## config.mk

```make
export PLATFORM = sky130hd
export DESIGN_NAME = chinese_number_voice_sequencer
export DESIGN_NICKNAME = d
export VERILOG_FILES = /design/src/rtl/cnvs_pkg.sv /design/src/rtl/cnvs_front.sv /design/src/rtl/cnvs_fifo.sv /design/src/rtl/cnvs_back.sv /design/src/rtl/chinese_number_voice_sequencer.sv
export SDC_FILE = /design/constraint.sdc
export NUM_CORES = 1
export LEC_CHECK = 0
export ABC_CLOCK_PERIOD_IN_PS = 3900
export BUFFER_PORTS_ARGS = -buffer_cell sky130_fd_sc_hd__buf_2
export CORE_MARGIN = 4
export CORE_UTILIZATION = 37
export CTS_BUF_LIST = sky130_fd_sc_hd__clkbuf_2
export CTS_CLUSTER_DIAMETER = 100
export CTS_CLUSTER_SIZE = 8
export DETAILED_ROUTE_END_ITERATION = 8
export HOLD_SLACK_MARGIN = 0.15
export PLACE_DENSITY = 0.63
export SETUP_SLACK_MARGIN = 0.05
export SYNTH_ARGS = -nofsm -noshare
export SYNTH_HDL_FRONTEND = slang
export SYNTH_SLANG_ARGS = --single-unit
```

## constraint.sdc

```tcl
create_clock -name clk -period 3.9 [get_ports clk]
set_input_delay 0.975 -clock clk [delete_from_list [all_inputs] [get_ports clk]]
set_output_delay 0.975 -clock clk [all_outputs]
set_load 0.01 [all_outputs]
```

## src/rtl/cnvs_pkg.sv

```systemverilog
// shared types and constants of the chinese number voice sequencer
// used by the front, fifo, back and top level modules
package cnvs_pkg;

    localparam int FifoDepth = 4;
    localparam int NumDigits = 10;

    localparam logic [1:0] ST_OK   = 2'd0;
    localparam logic [1:0] ST_FRAC = 2'd1;
    localparam logic [1:0] ST_OVER = 2'd2;

    localparam logic [2:0] REG_DIGIT_ZERO = 3'd0;
    localparam logic [2:0] REG_TEN        = 3'd1;
    localparam logic [2:0] REG_HUNDRED    = 3'd2;
    localparam logic [2:0] REG_THOUSAND   = 3'd3;
    localparam logic [2:0] REG_WAN        = 3'd4;
    localparam logic [2:0] REG_YI         = 3'd5;
    localparam logic [2:0] REG_MINUS      = 3'd6;
    localparam logic [2:0] REG_POINT      = 3'd7;

    typedef enum logic [3:0] {
        TK_DIGIT    = 4'd0,
        TK_TEN      = 4'd1,
        TK_HUNDRED  = 4'd2,
        TK_THOUSAND = 4'd3,
        TK_WAN      = 4'd4,
        TK_YI       = 4'd5,
        TK_MINUS    = 4'd6,
        TK_POINT    = 4'd7,
        TK_ERR      = 4'd8,
        TK_END      = 4'd9
    } tok_kind_t;

    typedef struct packed {
        tok_kind_t  kind;
        logic [3:0] digit;
    } token_t;

    typedef struct packed {
        logic [15:0] digit_zero_id;
        logic [15:0] ten_unit_id;
        logic [15:0] hundred_unit_id;
        logic [15:0] thousand_unit_id;
        logic [15:0] wan_unit_id;
        logic [15:0] yi_unit_id;
        logic [15:0] minus_word_id;
        logic [15:0] point_word_id;
    } cfg_t;

endpackage

```

## src/rtl/cnvs_front.sv

```systemverilog
// front: accepts numbers, converts to decimal, walks the digits into word tokens
// depends on cnvs_pkg
module cnvs_front (
    input  logic                 clk,
    input  logic                 rst_n,
    input  logic                 s_tvalid,
    output logic                 s_tready,
    input  logic [39:0]          s_tdata,
    input  logic                 fifo_full,
    output logic                 push,
    output cnvs_pkg::token_t     push_tok
);
    import cnvs_pkg::*;

    typedef enum logic [8:0] {
        S_IDLE = 9'b000000001,
        S_CONV = 9'b000000010,
        S_SIGN = 9'b000000100,
        S_INT  = 9'b000001000,
        S_INTZ = 9'b000010000,
        S_PNT  = 9'b000100000,
        S_FRAC = 9'b001000000,
        S_ERR  = 9'b010000000,
        S_FIN  = 9'b100000000
    } state_t;

    typedef enum logic [3:0] {
        PH_ZERO = 4'b0001,
        PH_DIG  = 4'b0010,
        PH_UNIT = 4'b0100,
        PH_GRP  = 4'b1000
    } phase_t;

    state_t      state_reg, state_next;
    phase_t      phase_reg, phase_next;
    logic [31:0] mag_reg, mag_next;
    logic [3:0]  bcd_reg [NumDigits];
    logic [3:0]  bcd_next [NumDigits];
    logic [4:0]  cnt_reg, cnt_next;
    logic [3:0]  frac_reg, frac_next;
    logic        neg_reg, neg_next;
    logic [3:0]  pos_reg, pos_next;
    logic        said_reg, said_next;
    logic        grp_said_reg, grp_said_next;
    logic        pend_reg, pend_next;

    logic [31:0] raw;
    logic [3:0]  cur_d;
    logic [3:0]  ip;
    logic [3:0]  adj [NumDigits];

    assign raw      = s_tdata[31:0];
    assign cur_d    = bcd_reg[pos_reg];
    assign ip       = pos_reg - frac_reg;
    assign s_tready = (state_reg == S_IDLE);

    always_comb
    begin
        for (int i = 0; i < NumDigits; i++)
        begin
            adj[i] = (bcd_reg[i] >= 4'd5) ? bcd_reg[i] + 4'd3 : bcd_reg[i];
        end
    end

    always_comb
    begin
        state_next    = state_reg;
        phase_next    = phase_reg;
        mag_next      = mag_reg;
        bcd_next      = bcd_reg;
        cnt_next      = cnt_reg;
        frac_next     = frac_reg;
        neg_next      = neg_reg;
        pos_next      = pos_reg;
        said_next     = said_reg;
        grp_said_next = grp_said_reg;
        pend_next     = pend_reg;
        push          = 1'b0;
        push_tok      = '{kind: TK_DIGIT, digit: 4'd0};
        case (state_reg)
            S_IDLE:
            begin
                if (s_tvalid)
                begin
                    neg_next  = raw[31];
                    mag_next  = raw[31] ? (32'd0 - raw) : raw;
                    frac_next = s_tdata[35:32];
                    cnt_next  = '0;
                    for (int i = 0; i < NumDigits; i++)
                    begin
                        bcd_next[i] = 4'd0;
                    end
                    state_next = (s_tdata[35:32] > 4'd9) ? S_ERR : S_CONV;
                end
            end
            S_CONV:
            begin
                // double dabble, one bit per cycle
                bcd_next[0] = {adj[0][2:0], mag_reg[31]};
                for (int i = 1; i < NumDigits; i++)
                begin
                    bcd_next[i] = {adj[i][2:0], adj[i-1][3]};
                end
                mag_next = {mag_reg[30:0], 1'b0};
                cnt_next = cnt_reg + 5'd1;
                if (cnt_reg == 5'd31)
                begin
                    state_next = S_SIGN;
                end
            end
            S_SIGN:
            begin
                if (!fifo_full)
                begin
                    push          = neg_reg;
                    push_tok.kind = TK_MINUS;
                    pos_next      = 4'd9;
                    phase_next    = PH_ZERO;
                    said_next     = 1'b0;
                    grp_said_next = 1'b0;
                    pend_next     = 1'b0;
                    state_next    = S_INT;
                end
            end
            S_INT:
            begin
                if (!fifo_full)
                begin
                    case (phase_reg)
                        PH_ZERO:
                        begin
                            if (cur_d != 4'd0)
                            begin
                                push       = pend_reg;
                                phase_next = PH_DIG;
                            end
                            else
                            begin
                                if (said_reg)
                                begin
                                    pend_next = 1'b1;
                                end
                                phase_next = PH_GRP;
                            end
                        end
                        PH_DIG:
                        begin
                            // leading one before the tens word is dropped in the top group
                            push = !(!said_reg && ip[1:0] == 2'd1 && cur_d == 4'd1);
                            push_tok.digit = cur_d;
                            pend_next      = 1'b0;
                            said_next      = 1'b1;
                            grp_said_next  = 1'b1;
                            phase_next     = PH_UNIT;
                        end
                        PH_UNIT:
                        begin
                            push = (ip[1:0] != 2'd0);
                            case (ip[1:0])
                                2'd3:    push_tok.kind = TK_THOUSAND;
                                2'd2:    push_tok.kind = TK_HUNDRED;
                                default: push_tok.kind = TK_TEN;
                            endcase
                            phase_next = PH_GRP;
                        end
                        default:
                        begin
                            if (ip[1:0] == 2'd0)
                            begin
                                push          = grp_said_reg && (ip[3:2] != 2'd0);
                                push_tok.kind = (ip[3:2] == 2'd2) ? TK_YI : TK_WAN;
                                if (grp_said_reg)
                                begin
                                    pend_next = 1'b0;
                                end
                                grp_said_next = 1'b0;
                            end
                            phase_next = PH_ZERO;
                            if (pos_reg == frac_reg)
                            begin
                                state_next = S_INTZ;
                            end
                            else
                            begin
                                pos_next = pos_reg - 4'd1;
                            end
                        end
                    endcase
                end
            end
            S_INTZ:
            begin
                if (!fifo_full)
                begin
                    push       = !said_reg;
                    state_next = (frac_reg != 4'd0) ? S_PNT : S_FIN;
                end
            end
            S_PNT:
            begin
                if (!fifo_full)
                begin
                    push          = 1'b1;
                    push_tok.kind = TK_POINT;
                    pos_next      = frac_reg - 4'd1;
                    state_next    = S_FRAC;
                end
            end
            S_FRAC:
            begin
                if (!fifo_full)
                begin
                    push           = 1'b1;
                    push_tok.digit = cur_d;
                    pos_next       = pos_reg - 4'd1;
                    if (pos_reg == 4'd0)
                    begin
                        state_next = S_FIN;
                    end
                end
            end
            S_ERR:
            begin
                if (!fifo_full)
                begin
                    push          = 1'b1;
                    push_tok.kind = TK_ERR;
                    state_next    = S_FIN;
                end
            end
            S_FIN:
            begin
                if (!fifo_full)
                begin
                    push          = 1'b1;
                    push_tok.kind = TK_END;
                    state_next    = S_IDLE;
                end
            end
            default:
            begin
                state_next = S_IDLE;
            end
        endcase
    end

    always_ff @(posedge clk or negedge rst_n)
    begin
        if (!rst_n)
        begin
            state_reg    <= S_IDLE;
            phase_reg    <= PH_ZERO;
            cnt_reg      <= '0;
            said_reg     <= 1'b0;
            grp_said_reg <= 1'b0;
            pend_reg     <= 1'b0;
        end
        else
        begin
            state_reg    <= state_next;
            phase_reg    <= phase_next;
            cnt_reg      <= cnt_next;
            said_reg     <= said_next;
            grp_said_reg <= grp_said_next;
            pend_reg     <= pend_next;
        end
    end

    always_ff @(posedge clk)
    begin
        mag_reg  <= mag_next;
        bcd_reg  <= bcd_next;
        frac_reg <= frac_next;
        neg_reg  <= neg_next;
        pos_reg  <= pos_next;
    end

endmodule

```

## src/rtl/cnvs_fifo.sv

```systemverilog
// short token queue between front and back
// depends on cnvs_pkg
module cnvs_fifo (
    input  logic                 clk,
    input  logic                 rst_n,
    input  logic                 push,
    input  cnvs_pkg::token_t     push_tok,
    output logic                 full,
    input  logic                 pop,
    output logic                 empty,
    output cnvs_pkg::token_t     pop_tok
);
    import cnvs_pkg::*;

    localparam int PtrW = $clog2(FifoDepth);

    token_t          mem_reg [FifoDepth];
    logic [PtrW-1:0] wr_reg, rd_reg;
    logic [PtrW:0]   cnt_reg;

    assign full    = (cnt_reg == (PtrW+1)'(FifoDepth));
    assign empty   = (cnt_reg == '0);
    assign pop_tok = mem_reg[rd_reg];

    always_ff @(posedge clk or negedge rst_n)
    begin
        if (!rst_n)
        begin
            wr_reg  <= '0;
            rd_reg  <= '0;
            cnt_reg <= '0;
        end
        else
        begin
            if (push && !full)
            begin
                wr_reg <= wr_reg + 1'b1;
            end
            if (pop && !empty)
            begin
                rd_reg <= rd_reg + 1'b1;
            end
            cnt_reg <= cnt_reg + (PtrW+1)'(push && !full) - (PtrW+1)'(pop && !empty);
        end
    end

    always_ff @(posedge clk)
    begin
        if (push && !full)
        begin
            mem_reg[wr_reg] <= push_tok;
        end
    end

endmodule

```

## src/rtl/cnvs_back.sv

```systemverilog
// back: maps tokens to voice ids, holds one word back to find the last one
// depends on cnvs_pkg
module cnvs_back (
    input  logic                 clk,
    input  logic                 rst_n,
    input  cnvs_pkg::cfg_t       cfg,
    input  logic                 empty,
    input  cnvs_pkg::token_t     pop_tok,
    output logic                 pop,
    output logic                 m_tvalid,
    input  logic                 m_tready,
    output logic [23:0]          m_tdata,   // voice_id[15:0], status[17:16], zeros
    output logic                 m_tlast
);
    import cnvs_pkg::*;

    logic        pend_v_reg;
    logic [15:0] pend_id_reg;
    logic [1:0]  pend_st_reg;
    logic        out_v_reg;
    logic [15:0] out_id_reg;
    logic [1:0]  out_st_reg;
    logic        out_last_reg;
    logic [15:0] map_id;
    logic [1:0]  map_st;

    always_comb
    begin
        map_st = ST_OK;
        case (pop_tok.kind)
            TK_DIGIT:    map_id = cfg.digit_zero_id + {12'd0, pop_tok.digit};
            TK_TEN:      map_id = cfg.ten_unit_id;
            TK_HUNDRED:  map_id = cfg.hundred_unit_id;
            TK_THOUSAND: map_id = cfg.thousand_unit_id;
            TK_WAN:      map_id = cfg.wan_unit_id;
            TK_YI:       map_id = cfg.yi_unit_id;
            TK_MINUS:    map_id = cfg.minus_word_id;
            TK_POINT:    map_id = cfg.point_word_id;
            TK_ERR:
            begin
                map_id = 16'd0;
                map_st = ST_FRAC;
            end
            default:     map_id = 16'd0;
        endcase
    end

    assign pop      = !empty && (!out_v_reg || m_tready);
    assign m_tvalid = out_v_reg;
    assign m_tdata  = {6'd0, out_st_reg, out_id_reg};
    assign m_tlast  = out_last_reg;

    always_ff @(posedge clk or negedge rst_n)
    begin
        if (!rst_n)
        begin
            pend_v_reg <= 1'b0;
            out_v_reg  <= 1'b0;
        end
        else if (pop)
        begin
            // the held word moves out; an end token leaves nothing held
            out_v_reg  <= pend_v_reg;
            pend_v_reg <= (pop_tok.kind != TK_END);
        end
        else if (m_tready)
        begin
            out_v_reg <= 1'b0;
        end
    end

    always_ff @(posedge clk)
    begin
        if (pop)
        begin
            out_id_reg   <= pend_id_reg;
            out_st_reg   <= pend_st_reg;
            out_last_reg <= (pop_tok.kind == TK_END);
            if (pop_tok.kind != TK_END)
            begin
                pend_id_reg <= map_id;
                pend_st_reg <= map_st;
            end
        end
    end

endmodule

```

## src/rtl/chinese_number_voice_sequencer.sv

```systemverilog
// One number in, its Chinese reading out as voice ids, one word per item. The
// front takes an item when idle, converts it to decimal (one bit per cycle),
// then walks all ten digit positions: per integer digit a zero check, digit
// and unit steps if nonzero and a group step, per fraction digit one step. It
// takes no new item until its end token is queued and waits on a full 4-entry
// queue. The back emits one word per cycle while tokens wait and m_tready is
// high, and holds each word until the next token shows whether it is the last.
// Fraction counts above nine give one word with status 1. Write the
// configuration registers only while no item is in flight. Depends on cnvs_pkg.
module chinese_number_voice_sequencer (
    input  logic        clk,
    input  logic        rst_n,
    input  logic        s_tvalid,
    output logic        s_tready,
    input  logic [39:0] s_tdata,   // signed_number[31:0], fraction_digits[35:32], zeros
    output logic        m_tvalid,
    input  logic        m_tready,
    output logic [23:0] m_tdata,   // voice_id[15:0], status[17:16], zeros
    output logic        m_tlast,
    input  logic        cfg_we,
    input  logic [2:0]  cfg_index,
    input  logic [15:0] cfg_wdata
);
    import cnvs_pkg::*;

    cfg_t   cfg_reg;
    logic   push, full, pop, empty;
    token_t push_tok, pop_tok;

    always_ff @(posedge clk or negedge rst_n)
    begin
        if (!rst_n)
        begin
            cfg_reg <= '{16'd300, 16'd310, 16'd311, 16'd312,
                         16'd313, 16'd314, 16'd315, 16'd316};
        end
        else if (cfg_we)
        begin
            case (cfg_index)
                REG_DIGIT_ZERO: cfg_reg.digit_zero_id    <= cfg_wdata;
                REG_TEN:        cfg_reg.ten_unit_id      <= cfg_wdata;
                REG_HUNDRED:    cfg_reg.hundred_unit_id  <= cfg_wdata;
                REG_THOUSAND:   cfg_reg.thousand_unit_id <= cfg_wdata;
                REG_WAN:        cfg_reg.wan_unit_id      <= cfg_wdata;
                REG_YI:         cfg_reg.yi_unit_id       <= cfg_wdata;
                REG_MINUS:      cfg_reg.minus_word_id    <= cfg_wdata;
                REG_POINT:      cfg_reg.point_word_id    <= cfg_wdata;
                default:        cfg_reg <= cfg_reg;
            endcase
        end
    end

    cnvs_front u_front (
        .clk      (clk),
        .rst_n    (rst_n),
        .s_tvalid (s_tvalid),
        .s_tready (s_tready),
        .s_tdata  (s_tdata),
        .fifo_full(full),
        .push     (push),
        .push_tok (push_tok)
    );

    cnvs_fifo u_fifo (
        .clk     (clk),
        .rst_n   (rst_n),
        .push    (push),
        .push_tok(push_tok),
        .full    (full),
        .pop     (pop),
        .empty   (empty),
        .pop_tok (pop_tok)
    );

    cnvs_back u_back (
        .clk     (clk),
        .rst_n   (rst_n),
        .cfg     (cfg_reg),
        .empty   (empty),
        .pop_tok (pop_tok),
        .pop     (pop),
        .m_tvalid(m_tvalid),
        .m_tready(m_tready),
        .m_tdata (m_tdata),
        .m_tlast (m_tlast)
    );

`ifndef SYNTHESIS
    a_err_last: assert property (@(posedge clk) disable iff (!rst_n)
        (m_tvalid && m_tdata[17:16] == ST_FRAC) |-> m_tlast)
        else $error("error word not marked last");
    a_status: assert property (@(posedge clk) disable iff (!rst_n)
        m_tvalid |-> (m_tdata[17:16] == ST_OK || m_tdata[17:16] == ST_FRAC))
        else $error("unexpected status");
    a_err_id: assert property (@(posedge clk) disable iff (!rst_n)
        (m_tvalid && m_tdata[17:16] == ST_FRAC) |-> (m_tdata[15:0] == 16'd0))
        else $error("error word with nonzero id");
`endif

endmodule
```

[Word level (Yosys, flattened, before mapping)]
Memories as Yosys holds them, arrays and structs flattened.
Cells that the tools add are included.
Word-level totals
  memories: 1
  output and inout bits: 27
  input bits: 64
  flip-flop bits (word level): 276
  memory bits (writable): 32
Memory list
  u_fifo.mem_reg: words 4, width 8, read ports 1, clocked after Yosys merged registers in 0, write ports 1, line cnvs_fifo.sv:17  | token_t mem_reg [FifoDepth];
Operators by class
  eq/ne operators: 58
  muxes and demuxes: 89
  order comparisons: 12
  bitwise gates (word level): 1
  reductions and logical operators: 46
  add/sub/neg operators: 20
Operator list (count)
  $pmux W16 S8: 1
  $mux W9: 13
  $mux W4: 25
  $pmux W9 S9: 1
  $pmux W40 S2: 1
  $mux W32: 2
  $pmux W32 S2: 1
  $ge A4 B3 Y1 const B: 10
  $mux W40: 1
  $add A4 B2 Y4 const B: 9
  $sub A1 B32 Y32 const A: 1
  $ne A2 B2 Y1 const B: 13
  $pmux W4 S2: 3
  $mux W1: 22
  $reduce_and A2 Y1: 11
  $eq A4 B3 Y1 const B: 5
  $pmux W4 S5: 1
  $add A16 B4 Y16: 1
  $bmux W4 S4: 1
  $mux W8: 2
  $pmux W4 S4: 1
  $eq A3 B3 Y1 const B: 5
  $eq A4 B1 Y1 const B: 3
  $eq A4 B2 Y1 const B: 3
  other kinds (56): 90

[Depth between registers and ports, before layout]
Gate-level depths: netlist (run 1).
  depth in word-level cells: 13
  mapped depth: 15
  depth with buffers taken out: 13

[Modules after synthesis]
Synthesis (run 1) repeated with hierarchy kept, for this count alone.
Second synthesis, totals
  cell total of the unflattened synthesis: 1327
  area total of the unflattened synthesis: 16109.2 µm²
Modules (own cells, without submodules)
  cnvs_front: cells an instance 697, area each 6640.1 µm², instances 1
  chinese_number_voice_sequencer: cells an instance 279, area each 4964.8 µm², instances 1
  cnvs_back: cells an instance 268, area each 2881.5 µm², instances 1
  cnvs_fifo: cells an instance 83, area each 1622.8 µm², instances 1

[Worst setup path before layout (run 1)]
No wires, ideal clock.
  path type: reg-to-reg
  from: register u_front.state_reg[5]
  to: register u_front.cnt_reg[2]
  slack: 0.327 ns
  stages on the path, launching flop included: 11
  data arrival time: 3.446 ns
  path through: dfrtp_1 > buf_6 > nor4_1 > and2_1 > nand3b_1 > inv_1 > nand2_1 > nand2_1 > o21ai_0 > nand2_1 > o21ai_0
Between the ends
  word-level cells in the longest chain between the ends: 3
  elaborated cells on any way between the ends: 6
  classes of those cells: 3 x eq/ne; 1 x mux; 2 x reduce/logical
Ends and longest elaborated chain
  start: declaration: line cnvs_front.sv:34  | state_t state_reg, state_next;
  start signal: assignment: line cnvs_front.sv:260  | state_reg <= state_next;
  $eq A9 B1 Y1 *
  net s_tready: line chinese_number_voice_sequencer.sv:14  | output logic s_tready,
  $ne A2 B2 Y1 (no source line) or $reduce_bool A2 Y1 (tied branches)
  $reduce_and A2 Y1 (no source line)
  end signal: assignment: line cnvs_front.sv:262  | cnt_reg <= cnt_next;
  end: declaration: line cnvs_front.sv:39  | logic [4:0] cnt_reg, cnt_next;
The timed path passes the listed nets; every way through them passes the cells marked *.
A chain may end at the register's enable or synchronous reset.

[Worst setup path after layout (run 1)]
  from: register u_front.state_reg[3]
  to: output s_tready
Between the ends
  word-level cells in the longest chain between the ends: 1
Ends and longest elaborated chain
  $eq A9 B1 Y1: line cnvs_front.sv:55  | assign s_tready = (state_reg == S_IDLE);
  end: declaration: line chinese_number_voice_sequencer.sv:14
No other way between the ends.

==> out/summary.txt, run 1 <==
area grow syn2layout - 10.7%
CTS Sinks - 306
fin worst setup slack - 0.354 ns
first-pass GRT wire length - 54700 microns
worst r2r src - u_front.pos_reg[0]
pre-CTS setup slack - 0.471 ns
fin. max-slew vios - 0
final hold vios - 0
vias in the first global route - 10.3k
post-synth top area share - 29.2%
Worst Path Arrival - 2.57 ns
Hold Path Depth - 1
cell area power density - 646 nW/um^2
RSZ-0062 raised after global routing - false
Worst setup SP type - flop
Port Buffers - 79
synth warn - 0
busiest grt layer - met2
design area - 16900 sq um
Worst EP required - 2.92 ns
Slew headroom - 49.0%
worst min path class - in2reg
antenna violations before repair - 2
grt met3 use - 2.76%
share of layout cells above drive strength 1 - 29.7%
hold endpoint - u_front.frac_reg[1]
Gate Count Post-Synth - 1254
grt total ovfl - 0
clock buffer count from CTS - 44
GRT Overall Usage - 15.2%
Residual DRC - 0
Async SR Flop Fraction - 51.6%
WL/cell - 17.4 microns
post-route ant nets - 0
#FFs+latches synth - 306
Max Root-Sink Buffers - 3
H-tree levels - 2
critical path class - reg2out
Setup crit end kind - output pin
Cell Area, Placed - 16400 sq um
Vias - 10.2k
final setup vio count - 0
status - finished clean
largest net degree at the start of global routing - 74
post-synth top area cell - edfxtp_1
Netlist Area Pre-Place - 15200 sq um
f_max - 282 MHz
I/O Pins - 91
worst slew pin tran - 0.766 ns
TritonCTS clock tree - yes
R2R Path End - u_fifo.cnt_reg[2]
DP HPWL - 22100 microns
num rows - 74
sequential area share after synthesis - 55.5%
Clock Power Share - 16.1%
Layout Skew - 0.0900 ns
max cap viols - 0
worst skew pair latency - 0.93 ns
met1 usage - 20.9%
Hold Startpoint - s_tdata[33]
synth unique cells - 74
VDD IR max - 0.000412 V
Core ar. - 40700 sq um
period utilization - 90.9%
max reg flops - 128
Internal - 6.91 mW
initial drt markers - 621
Die X - 211 microns
commonest non-fill, non-tap cell in the layout - edfxtp_1
P_sw - 3.98 mW
Primary FF master, synth - edfxtp_1
clock transition at the registers of the reported paths - 0.17 ns
Initial Util - 37.4%
Die ar. - 44500 sq um
die height - 211 microns
Net Sw Frac - 36.6%
Max FO, Critical Path - 7
Combinational Power Share - 34.8%
synth top area cells - edfxtp_1 29%, dfrtp_1 19%, mux2_2 10%
final wirelength - 33700 microns
commonest non-fill, non-tap cells in the layout - 148 x edfxtp_1, 135 x mux2_2, 116 x dfrtp_1
fillcell total - 3891
Overall Power - 10.9 mW
EDFF count, synth - 148
Reg power frac - 49.2%
Register-to-Register Path Depth - 13
CTS root buf - clkbuf_2
fin nets - 1470
number of iterations in the first detailed-routing pass - 5
final period demand of the worst path - 3.55 ns
Synth Area per Inst - 12.2 sq um
R2R setup slack - 0.47 ns
setup TNS - 0 ns
Post-CTS Setup Inserts - 0
met2 Resource Use GR - 24.8%
final estimated routing congestion in global placement - 0.843
Leak - 6.72 nW
DR vias/cell - 5.25
hold_ws - 0.280 ns
-- layer usage --
metal	part of all wire (%)	vias to the layer above
met3	4.9	52
li1	-	4863
met1	46	5032
met2	47	211
met4	1.8	2
met5	0.039	-
-- critical path: stages (launching register included) --
cell and delay [ns]:
dfrtp_1 0.49, nor3_1 0.47, and2_1 0.24, nand3b_1 0.14, inv_1 0.15, buf_2 0.19
-- through the flow --
step                      instances  utilization, %
final                          1935            41.4
after global placement         1847            40.2
after floorplan                1260               -
after CTS                      1934            41.4
after global routing           1935            41.4
after detailed placement       1847            40.2
-- synth_stat cells, types with 7 or more instances --
library cell	n
mux2i_1	15
o211ai_1	11
nor3b_1	11
edfxtp_1	148
a21o_1	7
nor4_1	7
buf_2	12
o22ai_1	7
and2_1	8
nand4_1	8
a221oi_1	13
mux2_2	135
nor3_1	13
xor2_1	42
nand2b_1	19
o21ai_0	67
dfstp_2	42
clkbuf_1	37
nand2_1	99
dfrtp_1	116
a222oi_1	9
nor2_1	93
a22oi_1	16
a22o_1	15
inv_1	39
buf_4	7
mux4_2	11
or2_2	9
o31ai_1	10
nand3_1	19
xnor2_1	26
ha_1	37
a21oi_1	52
-- area by class of cell --
class / instances / area (sq um) / share of cell area [%]
clock buffer: 79 / 395 / 2.34
timing repair buffer: 119 / 739 / 4.38
sequential: 306 / 8450 / 50.1
multi-input combinational: 856 / 6420 / 38.1
clock inverter: 3 / 47.5 / 0.282
tap: 532 / 666 / 3.95
inverter: 39 / 146 / 0.868
antenna: 1 / 2.50 / 0.0148
-- worst max-delay path by stage --
stage | slack (ns) | from | end
6_report | 0.35 | u_front.state_reg[3] | s_tready
5_1_grt | 0.16 | u_front.state_reg[3] | s_tready
4_1_cts | 0.16 | u_front.state_reg[6] | s_tready
3_5_place_dp | 0.47 | u_front.pos_reg[0] | u_fifo.cnt_reg[2]
3_3_place_gp | 0.51 | u_front.pos_reg[0] | u_fifo.cnt_reg[2]
2_1_floorplan | 0.33 | u_front.state_reg[5] | u_front.cnt_reg[2]
-- power groups by stage --
stage	clock network, mW	registers (mW)	logic [mW]
2_1_floorplan	0	5.27	2.76
3_3_place_gp	0	5.39	3.72
3_5_place_dp	0	5.42	3.81
4_1_cts	1.84	5.36	3.83
5_1_grt	1.99	5.47	4.26
6_report	1.75	5.36	3.79
-- cells by family (layout without fill, tap and decap cells) --
| logic type | count (synthesis) | after routing | share of synthesized area (%) |
|---|---|---|---|
| AOI/OAI and AO/OA | 242 | 242 | 10.7 |
| xor gates and xnor gates | 68 | 68 | 3.91 |
| adders and majority gates | 40 | 40 | 3.43 |
| buffers and inverters | 98 | 240 | 2.78 |
| DFF | 306 | 306 | 55.5 |
| muxes | 161 | 161 | 12.6 |
| other | 1 | 8 | 0.0246 |
| and+or+nand+nor | 338 | 338 | 11.1 |
-- timing repair --
action	in CTS	in global routing
hold endpoints to repair	50	0
hold buffers	5	0
setup endpoints to repair	0	1
gates resized for setup	0	1
Power figures use the tool's default switching activity.
==> run 2: changes to the inputs <==
--- a/config.mk
+++ b/config.mk
@@ -5,7 +5,7 @@
 export SDC_FILE = /design/constraint.sdc
 export NUM_CORES = 1
 export LEC_CHECK = 0
-export ABC_CLOCK_PERIOD_IN_PS = 3900
+export ABC_CLOCK_PERIOD_IN_PS = 4610
 export BUFFER_PORTS_ARGS = -buffer_cell sky130_fd_sc_hd__buf_2
 export CORE_MARGIN = 4
 export CORE_UTILIZATION = 37
@@ -15,7 +15,7 @@
 export DETAILED_ROUTE_END_ITERATION = 8
 export HOLD_SLACK_MARGIN = 0.15
 export PLACE_DENSITY = 0.63
-export SETUP_SLACK_MARGIN = 0.05
+export SETUP_SLACK_MARGIN = 0.02
 export SYNTH_ARGS = -nofsm -noshare
 export SYNTH_HDL_FRONTEND = slang
 export SYNTH_SLANG_ARGS = --single-unit
==> constraint.sdc (replaced) <==
create_clock -name clk -period 4.61 [get_ports clk]
set_input_delay 1.1525 -clock clk [delete_from_list [all_inputs] [get_ports clk]]
set_output_delay 1.1525 -clock clk [all_outputs]
set_load 0.01 [all_outputs]
==> out/summary.txt, run 2 (synthesized netlist as in run 1, its figures left out) <==
largest net degree at the start of global routing - 93
GRT Overall Usage - 14.9%
Port Buffers - 79
worst slew pin tran - 1.09 ns
Register-to-Register Path Depth - 12
H-tree levels - 2
Die X - 211 microns
area grow syn2layout - 9.73%
Worst setup SP type - flop
Finished Core Util - 41.0%
Die ar. - 44500 sq um
Post-CTS Hold Fix Bufs - 0
Initial Util - 37.4%
clock transition at the registers of the reported paths - 0.17 ns
Worst Path Arrival - 2.65 ns
Layout Skew - 0.0677 ns
max cap viols - 0
Leak - 6.63 nW
Max Root-Sink Buffers - 3
CTS root buf - clkbuf_2
f_max - 263 MHz
R2R setup slack - 0.90 ns
Setup crit end kind - output pin
initial drt markers - 613
final setup vio count - 0
period utilization - 82.4%
DR vias/cell - 5.28
VDD IR max - 0.000281 V
R2R Path End - u_fifo.cnt_reg[2]
antenna violations before repair - 2
fin nets - 1452
CTS Sinks - 306
Core ar. - 40700 sq um
post-route ant nets - 0
final estimated routing congestion in global placement - 0.793
I/O Pins - 91
worst min path class - in2async
share of layout cells above drive strength 1 - 29.4%
clock buffer count from CTS - 44
die height - 211 microns
first-pass GRT wire length - 53900 microns
final period demand of the worst path - 3.80 ns
vias in the first global route - 10.2k
setup TNS - 0 ns
status - finished clean
final wirelength - 33100 microns
commonest non-fill, non-tap cells in the layout - 148 x edfxtp_1, 135 x mux2_2, 116 x dfrtp_1
max reg flops - 128
Residual DRC - 0
worst r2r src - u_front.pos_reg[1]
Slew headroom - 27.3%
DP HPWL - 21900 microns
Vias - 10.1k
worst skew pair latency - 0.94 ns
number of iterations in the first detailed-routing pass - 5
WL/cell - 17.2 microns
critical path class - reg2out
cell area power density - 549 nW/um^2
num rows - 74
fin. max-slew vios - 0
RSZ-0062 raised after global routing - false
PostCTS Resize Cnt - 0
Worst EP required - 3.46 ns
commonest non-fill, non-tap cell in the layout - edfxtp_1
grt total ovfl - 0
Max FO, Critical Path - 10
Post-CTS Setup Inserts - 0
final hold vios - 0
TritonCTS clock tree - yes
[run 2: changes by cell type in the layout (fill, tap and decap cells not counted)]
cell           change
buf_4             -13
diode_2            +1
nor4_2             -1
nor4_1             +1
nor2_1             -4
clkinv_4           -1
dlygate4sd3_1      -5
nor2_2             +4
clkbuf_2           +1
[run 2: layout make-up]
cell class / instances / area [sq um]
antenna: 2 / 5.00
clock buffer: 80 / 400
clock inverter: 2 / 38.8
fill: 3901 / 24000
inverter: 39 / 146
multi-input combinational: 856 / 6420
sequential: 306 / 8450
tap: 532 / 666
timing repair buffer: 101 / 592
[run 2: worst max-delay path, stage by stage (launching register included)]
cell	delay (ns)
dfrtp_1	0.53
nor4_1	0.46
and2_1	0.24
nand3b_1	0.15
inv_1	0.16
buf_2	0.19
[run 2: where the power goes]
part           switching [mW]  total, mW  internal (mW)
clock                   0.970       1.47          0.497
sequential              0.566       4.56           3.99
combinational            1.82       3.15           1.33
[run 2: layer usage]
layer / share of wire, % / global-route usage [%]
met5: 0 / 0
met4: 2.1 / 3.89
met3: 5.0 / 3.02
met2: 47 / 24.0
met1: 46 / 20.8
[run 2: worst max-delay path by stage]
stage	from	to	cells after the start
global placement	u_front.pos_reg[1]	u_fifo.cnt_reg[2]	12
floorplan	u_front.state_reg[5]	u_front.cnt_reg[2]	10
global route	u_front.state_reg[7]	s_tready	5
CTS	u_front.state_reg[7]	s_tready	5
detailed placement	u_front.pos_reg[1]	u_fifo.cnt_reg[2]	12
finish	u_front.state_reg[7]	s_tready	5
[run 2: metrics by stage]
| step | std cells | worst slack (ns) | power, mW | hold WS (ns) | instance area, sq um |
|---|---|---|---|---|---|
| finish | 1918 | 0.810 | 9.17 | 0.286 | 16700 |
| global route | 1918 | 0.554 | 9.87 | 0.247 | 16700 |
| floorplan | 1260 | 1.04 | 6.79 | 0.400 | 15300 |
| detailed placement | 1834 | 0.914 | 7.80 | 0.405 | 16300 |
| global placement | 1834 | 0.985 | 7.68 | 0.401 | 16300 |
| CTS | 1916 | 0.676 | 9.29 | 0.196 | 16700 |
==> run 3: changes to the inputs <==
--- a/config.mk
+++ b/config.mk
@@ -5,7 +5,8 @@
 export SDC_FILE = /design/constraint.sdc
 export NUM_CORES = 1
 export LEC_CHECK = 0
-export ABC_CLOCK_PERIOD_IN_PS = 4610
+export ABC_AREA = 1
+export ABC_CLOCK_PERIOD_IN_PS = 3700
 export BUFFER_PORTS_ARGS = -buffer_cell sky130_fd_sc_hd__buf_2
 export CORE_MARGIN = 4
 export CORE_UTILIZATION = 37
==> constraint.sdc (replaced) <==
create_clock -name clk -period 3.7 [get_ports clk]
set_input_delay 0.925 -clock clk [delete_from_list [all_inputs] [get_ports clk]]
set_output_delay 0.925 -clock clk [all_outputs]
set_load 0.01 [all_outputs]
==> out/summary.txt, run 3 <==
final period demand of the worst path - 3.17 ns
Synth Area per Inst - 9.09 sq um
TritonCTS clock tree - yes
clock transition at the registers of the reported paths - 0.16 ns
Die ar. - 45300 sq um
CTS root buf - clkbuf_2
period utilization - 85.8%
Slew headroom - 21.8%
VDD IR max - 0.000289 V
worst min path class - in2reg
commonest non-fill, non-tap cell in the layout - nand2_1
synth unique cells - 52
cell area power density - 674 nW/um^2
fin nets - 1902
number of iterations in the first detailed-routing pass - 5
top-count cell post-synth - nand2_1
fillcell total - 4146
Layout Skew - 0.111 ns
Worst EP required - 2.77 ns
Port Buffers - 79
fin. max-slew vios - 0
final setup vio count - 0
Primary FF master, synth - edfxtp_1
RSZ-0062 raised after global routing - false
max reg flops - 128
post-synthesis compound-gate area fraction - 14.1%
fin worst setup slack - 0.526 ns
Netlist Area Pre-Place - 15500 sq um
first-pass GRT wire length - 59300 microns
GRT Overall Usage - 16.0%
post-synth top area cell - edfxtp_1
DR vias/cell - 5.02
Die X - 213 microns
share of layout cells above drive strength 1 - 16.1%
Post-Synth Simple-Gate Area - 18.8%
post-synth top area share - 28.6%
synth warn - 0
largest net degree at the start of global routing - 77
post-route ant nets - 0
final wirelength - 36200 microns
max cap viols - 0
area grow syn2layout - 8.98%
status - finished clean
vias in the first global route - 11.6k
Worst setup SP type - flop
die height - 213 microns
H-tree levels - 2
CTS Sinks - 306
clock buffer count from CTS - 44
sequential area share after synthesis - 54.4%
Register-to-Register Path Depth - 16
Max Root-Sink Buffers - 3
EDFF count, synth - 148
worst skew pair latency - 0.90 ns
Residual DRC - 0
Hold Path Depth - 3
Commonest cells post-synth - 375 x nand2_1, 239 x o21ai_0, 187 x inv_1
setup TNS - 0 ns
Core ar. - 41100 sq um
WL/cell - 15.3 microns
mux share of post-synthesis cell area - 0%
Setup crit end kind - output pin
main combinational cell family by area after synthesis - simple AND/OR/NAND/NOR gates
synth top area cells - edfxtp_1 29%, dfrtp_1 19%, nand2_1 9.1%
Async SR Flop Fraction - 51.6%
I/O Pins - 91
pre-CTS setup slack - 0.692 ns
final estimated routing congestion in global placement - 0.885
Adder-Cell Fraction of Synth Area - 3.37%
initial drt markers - 798
worst slew pin tran - 1.17 ns
#FFs+latches synth - 306
XOR/XNOR share of the synthesized area - 1.98%
Gate Count Post-Synth - 1707
grt total ovfl - 0
Vias - 11.9k
Initial Util - 37.8%
DP HPWL - 24500 microns
final hold vios - 0
commonest non-fill, non-tap cells in the layout - 375 x nand2_1, 239 x o21ai_0, 187 x inv_1
Leak - 7.53 nW
Post-CTS Hold Fix Bufs - 3
num rows - 74
Worst Path Arrival - 2.25 ns
PostCTS Resize Cnt - 0
critical path class - reg2out
Post-CTS Setup Inserts - 0
antenna violations before repair - 6
f_max - 315 MHz
Max FO, Critical Path - 8
run 3: cell count changes after synthesis, sizes merged, moves of 14 or more:
cell / change
nand2: +288
o21ai: +185
inv: +171
mux2: -135
nand3: +70
nor2: +30
nand2b: -19
xnor2: -17
xor2: -16
a22oi: -15
mux2i: -15
nand4: +14
run 3: cell families after synthesis:
kind of cell / after synthesis
and+or+nand+nor: 660
AOI/OAI and AO/OA: 391
DFF: 306
buffers and inverters: 274
adders and majority gates: 40
xor gates and xnor gates: 35
other: 1
run 3: per-layer routing:
layer | wire length [microns] | GRT usage (%) | vias to the layer above | share of wire [%]
met3 | 2390 | 3.48 | 71 | 6.6
met5 | 57 | 0 | - | 0.16
li1 | - | - | 5948 | -
met1 | 16900 | 22.4 | 5572 | 47
met4 | 786 | 4.58 | 10 | 2.2
met2 | 16000 | 25.2 | 289 | 44
run 3: cell type report:
| class | count | area (sq um) | share of cell area [%] |
|---|---|---|---|
| Timing Repair Buffer | 103 | 614 | 3.63 |
| Sequential cell | 306 | 8450 | 50.0 |
| Antenna cell | 1 | 2.50 | 0.0148 |
| Inverter | 210 | 788 | 4.66 |
| Clock buffer | 79 | 395 | 2.34 |
| Clock inverter | 3 | 23.8 | 0.141 |
| Multi-Input combinational cell | 1133 | 5970 | 35.3 |
| Tap cell | 532 | 666 | 3.94 |
run 3: path summary, 6_finish.rpt:
path | to | start | slack [ns]
max | s_tready | u_front.state_reg[4] | 0.53
min | cfg_reg[9] | cfg_wdata[9] | 0.25
max reg2reg | u_fifo.cnt_reg[2] | u_front.pos_reg[0] | 0.66
min reg2reg | u_back.out_id_reg[3] | u_back.pend_id_reg[3] | 0.44
max in group asynchronous | u_front.state_reg[0] | rst_n | 2.12
min in group asynchronous | cfg_reg[12] | rst_n | 0.60
run 3: through the flow:
step / total power [mW] / hold WS [ns] / util [%] / area (sq um) / instances
after floorplan: 8.42 / 0.400 / - / 15500 / 1713
after global placement: 9.63 / 0.406 / 40.0 / 16500 / 2281
after detailed placement: 9.76 / 0.405 / 40.0 / 16500 / 2281
after CTS: 11.5 / 0.154 / 41.1 / 16900 / 2366
after global routing: 12.3 / 0.180 / 41.1 / 16900 / 2367
final: 11.4 / 0.250 / 41.1 / 16900 / 2367
run 3: where the power goes:
group / internal [mW] / total [mW] / switching [mW] / leakage [nW]
Sequential: 4.93 / 5.42 / 0.496 / 3.35
Combinational: 1.30 / 4.24 / 2.93 / 3.85
Clock: 0.548 / 1.74 / 1.19 / 0.333
run 3: critical path: stages (launching register included):
cell     delay, ns
dfrtp_1       0.44
nor2_2        0.14
nand2_1       0.11
nor2_4        0.19
nand4_1       0.24
inv_1         0.14
buf_2         0.14
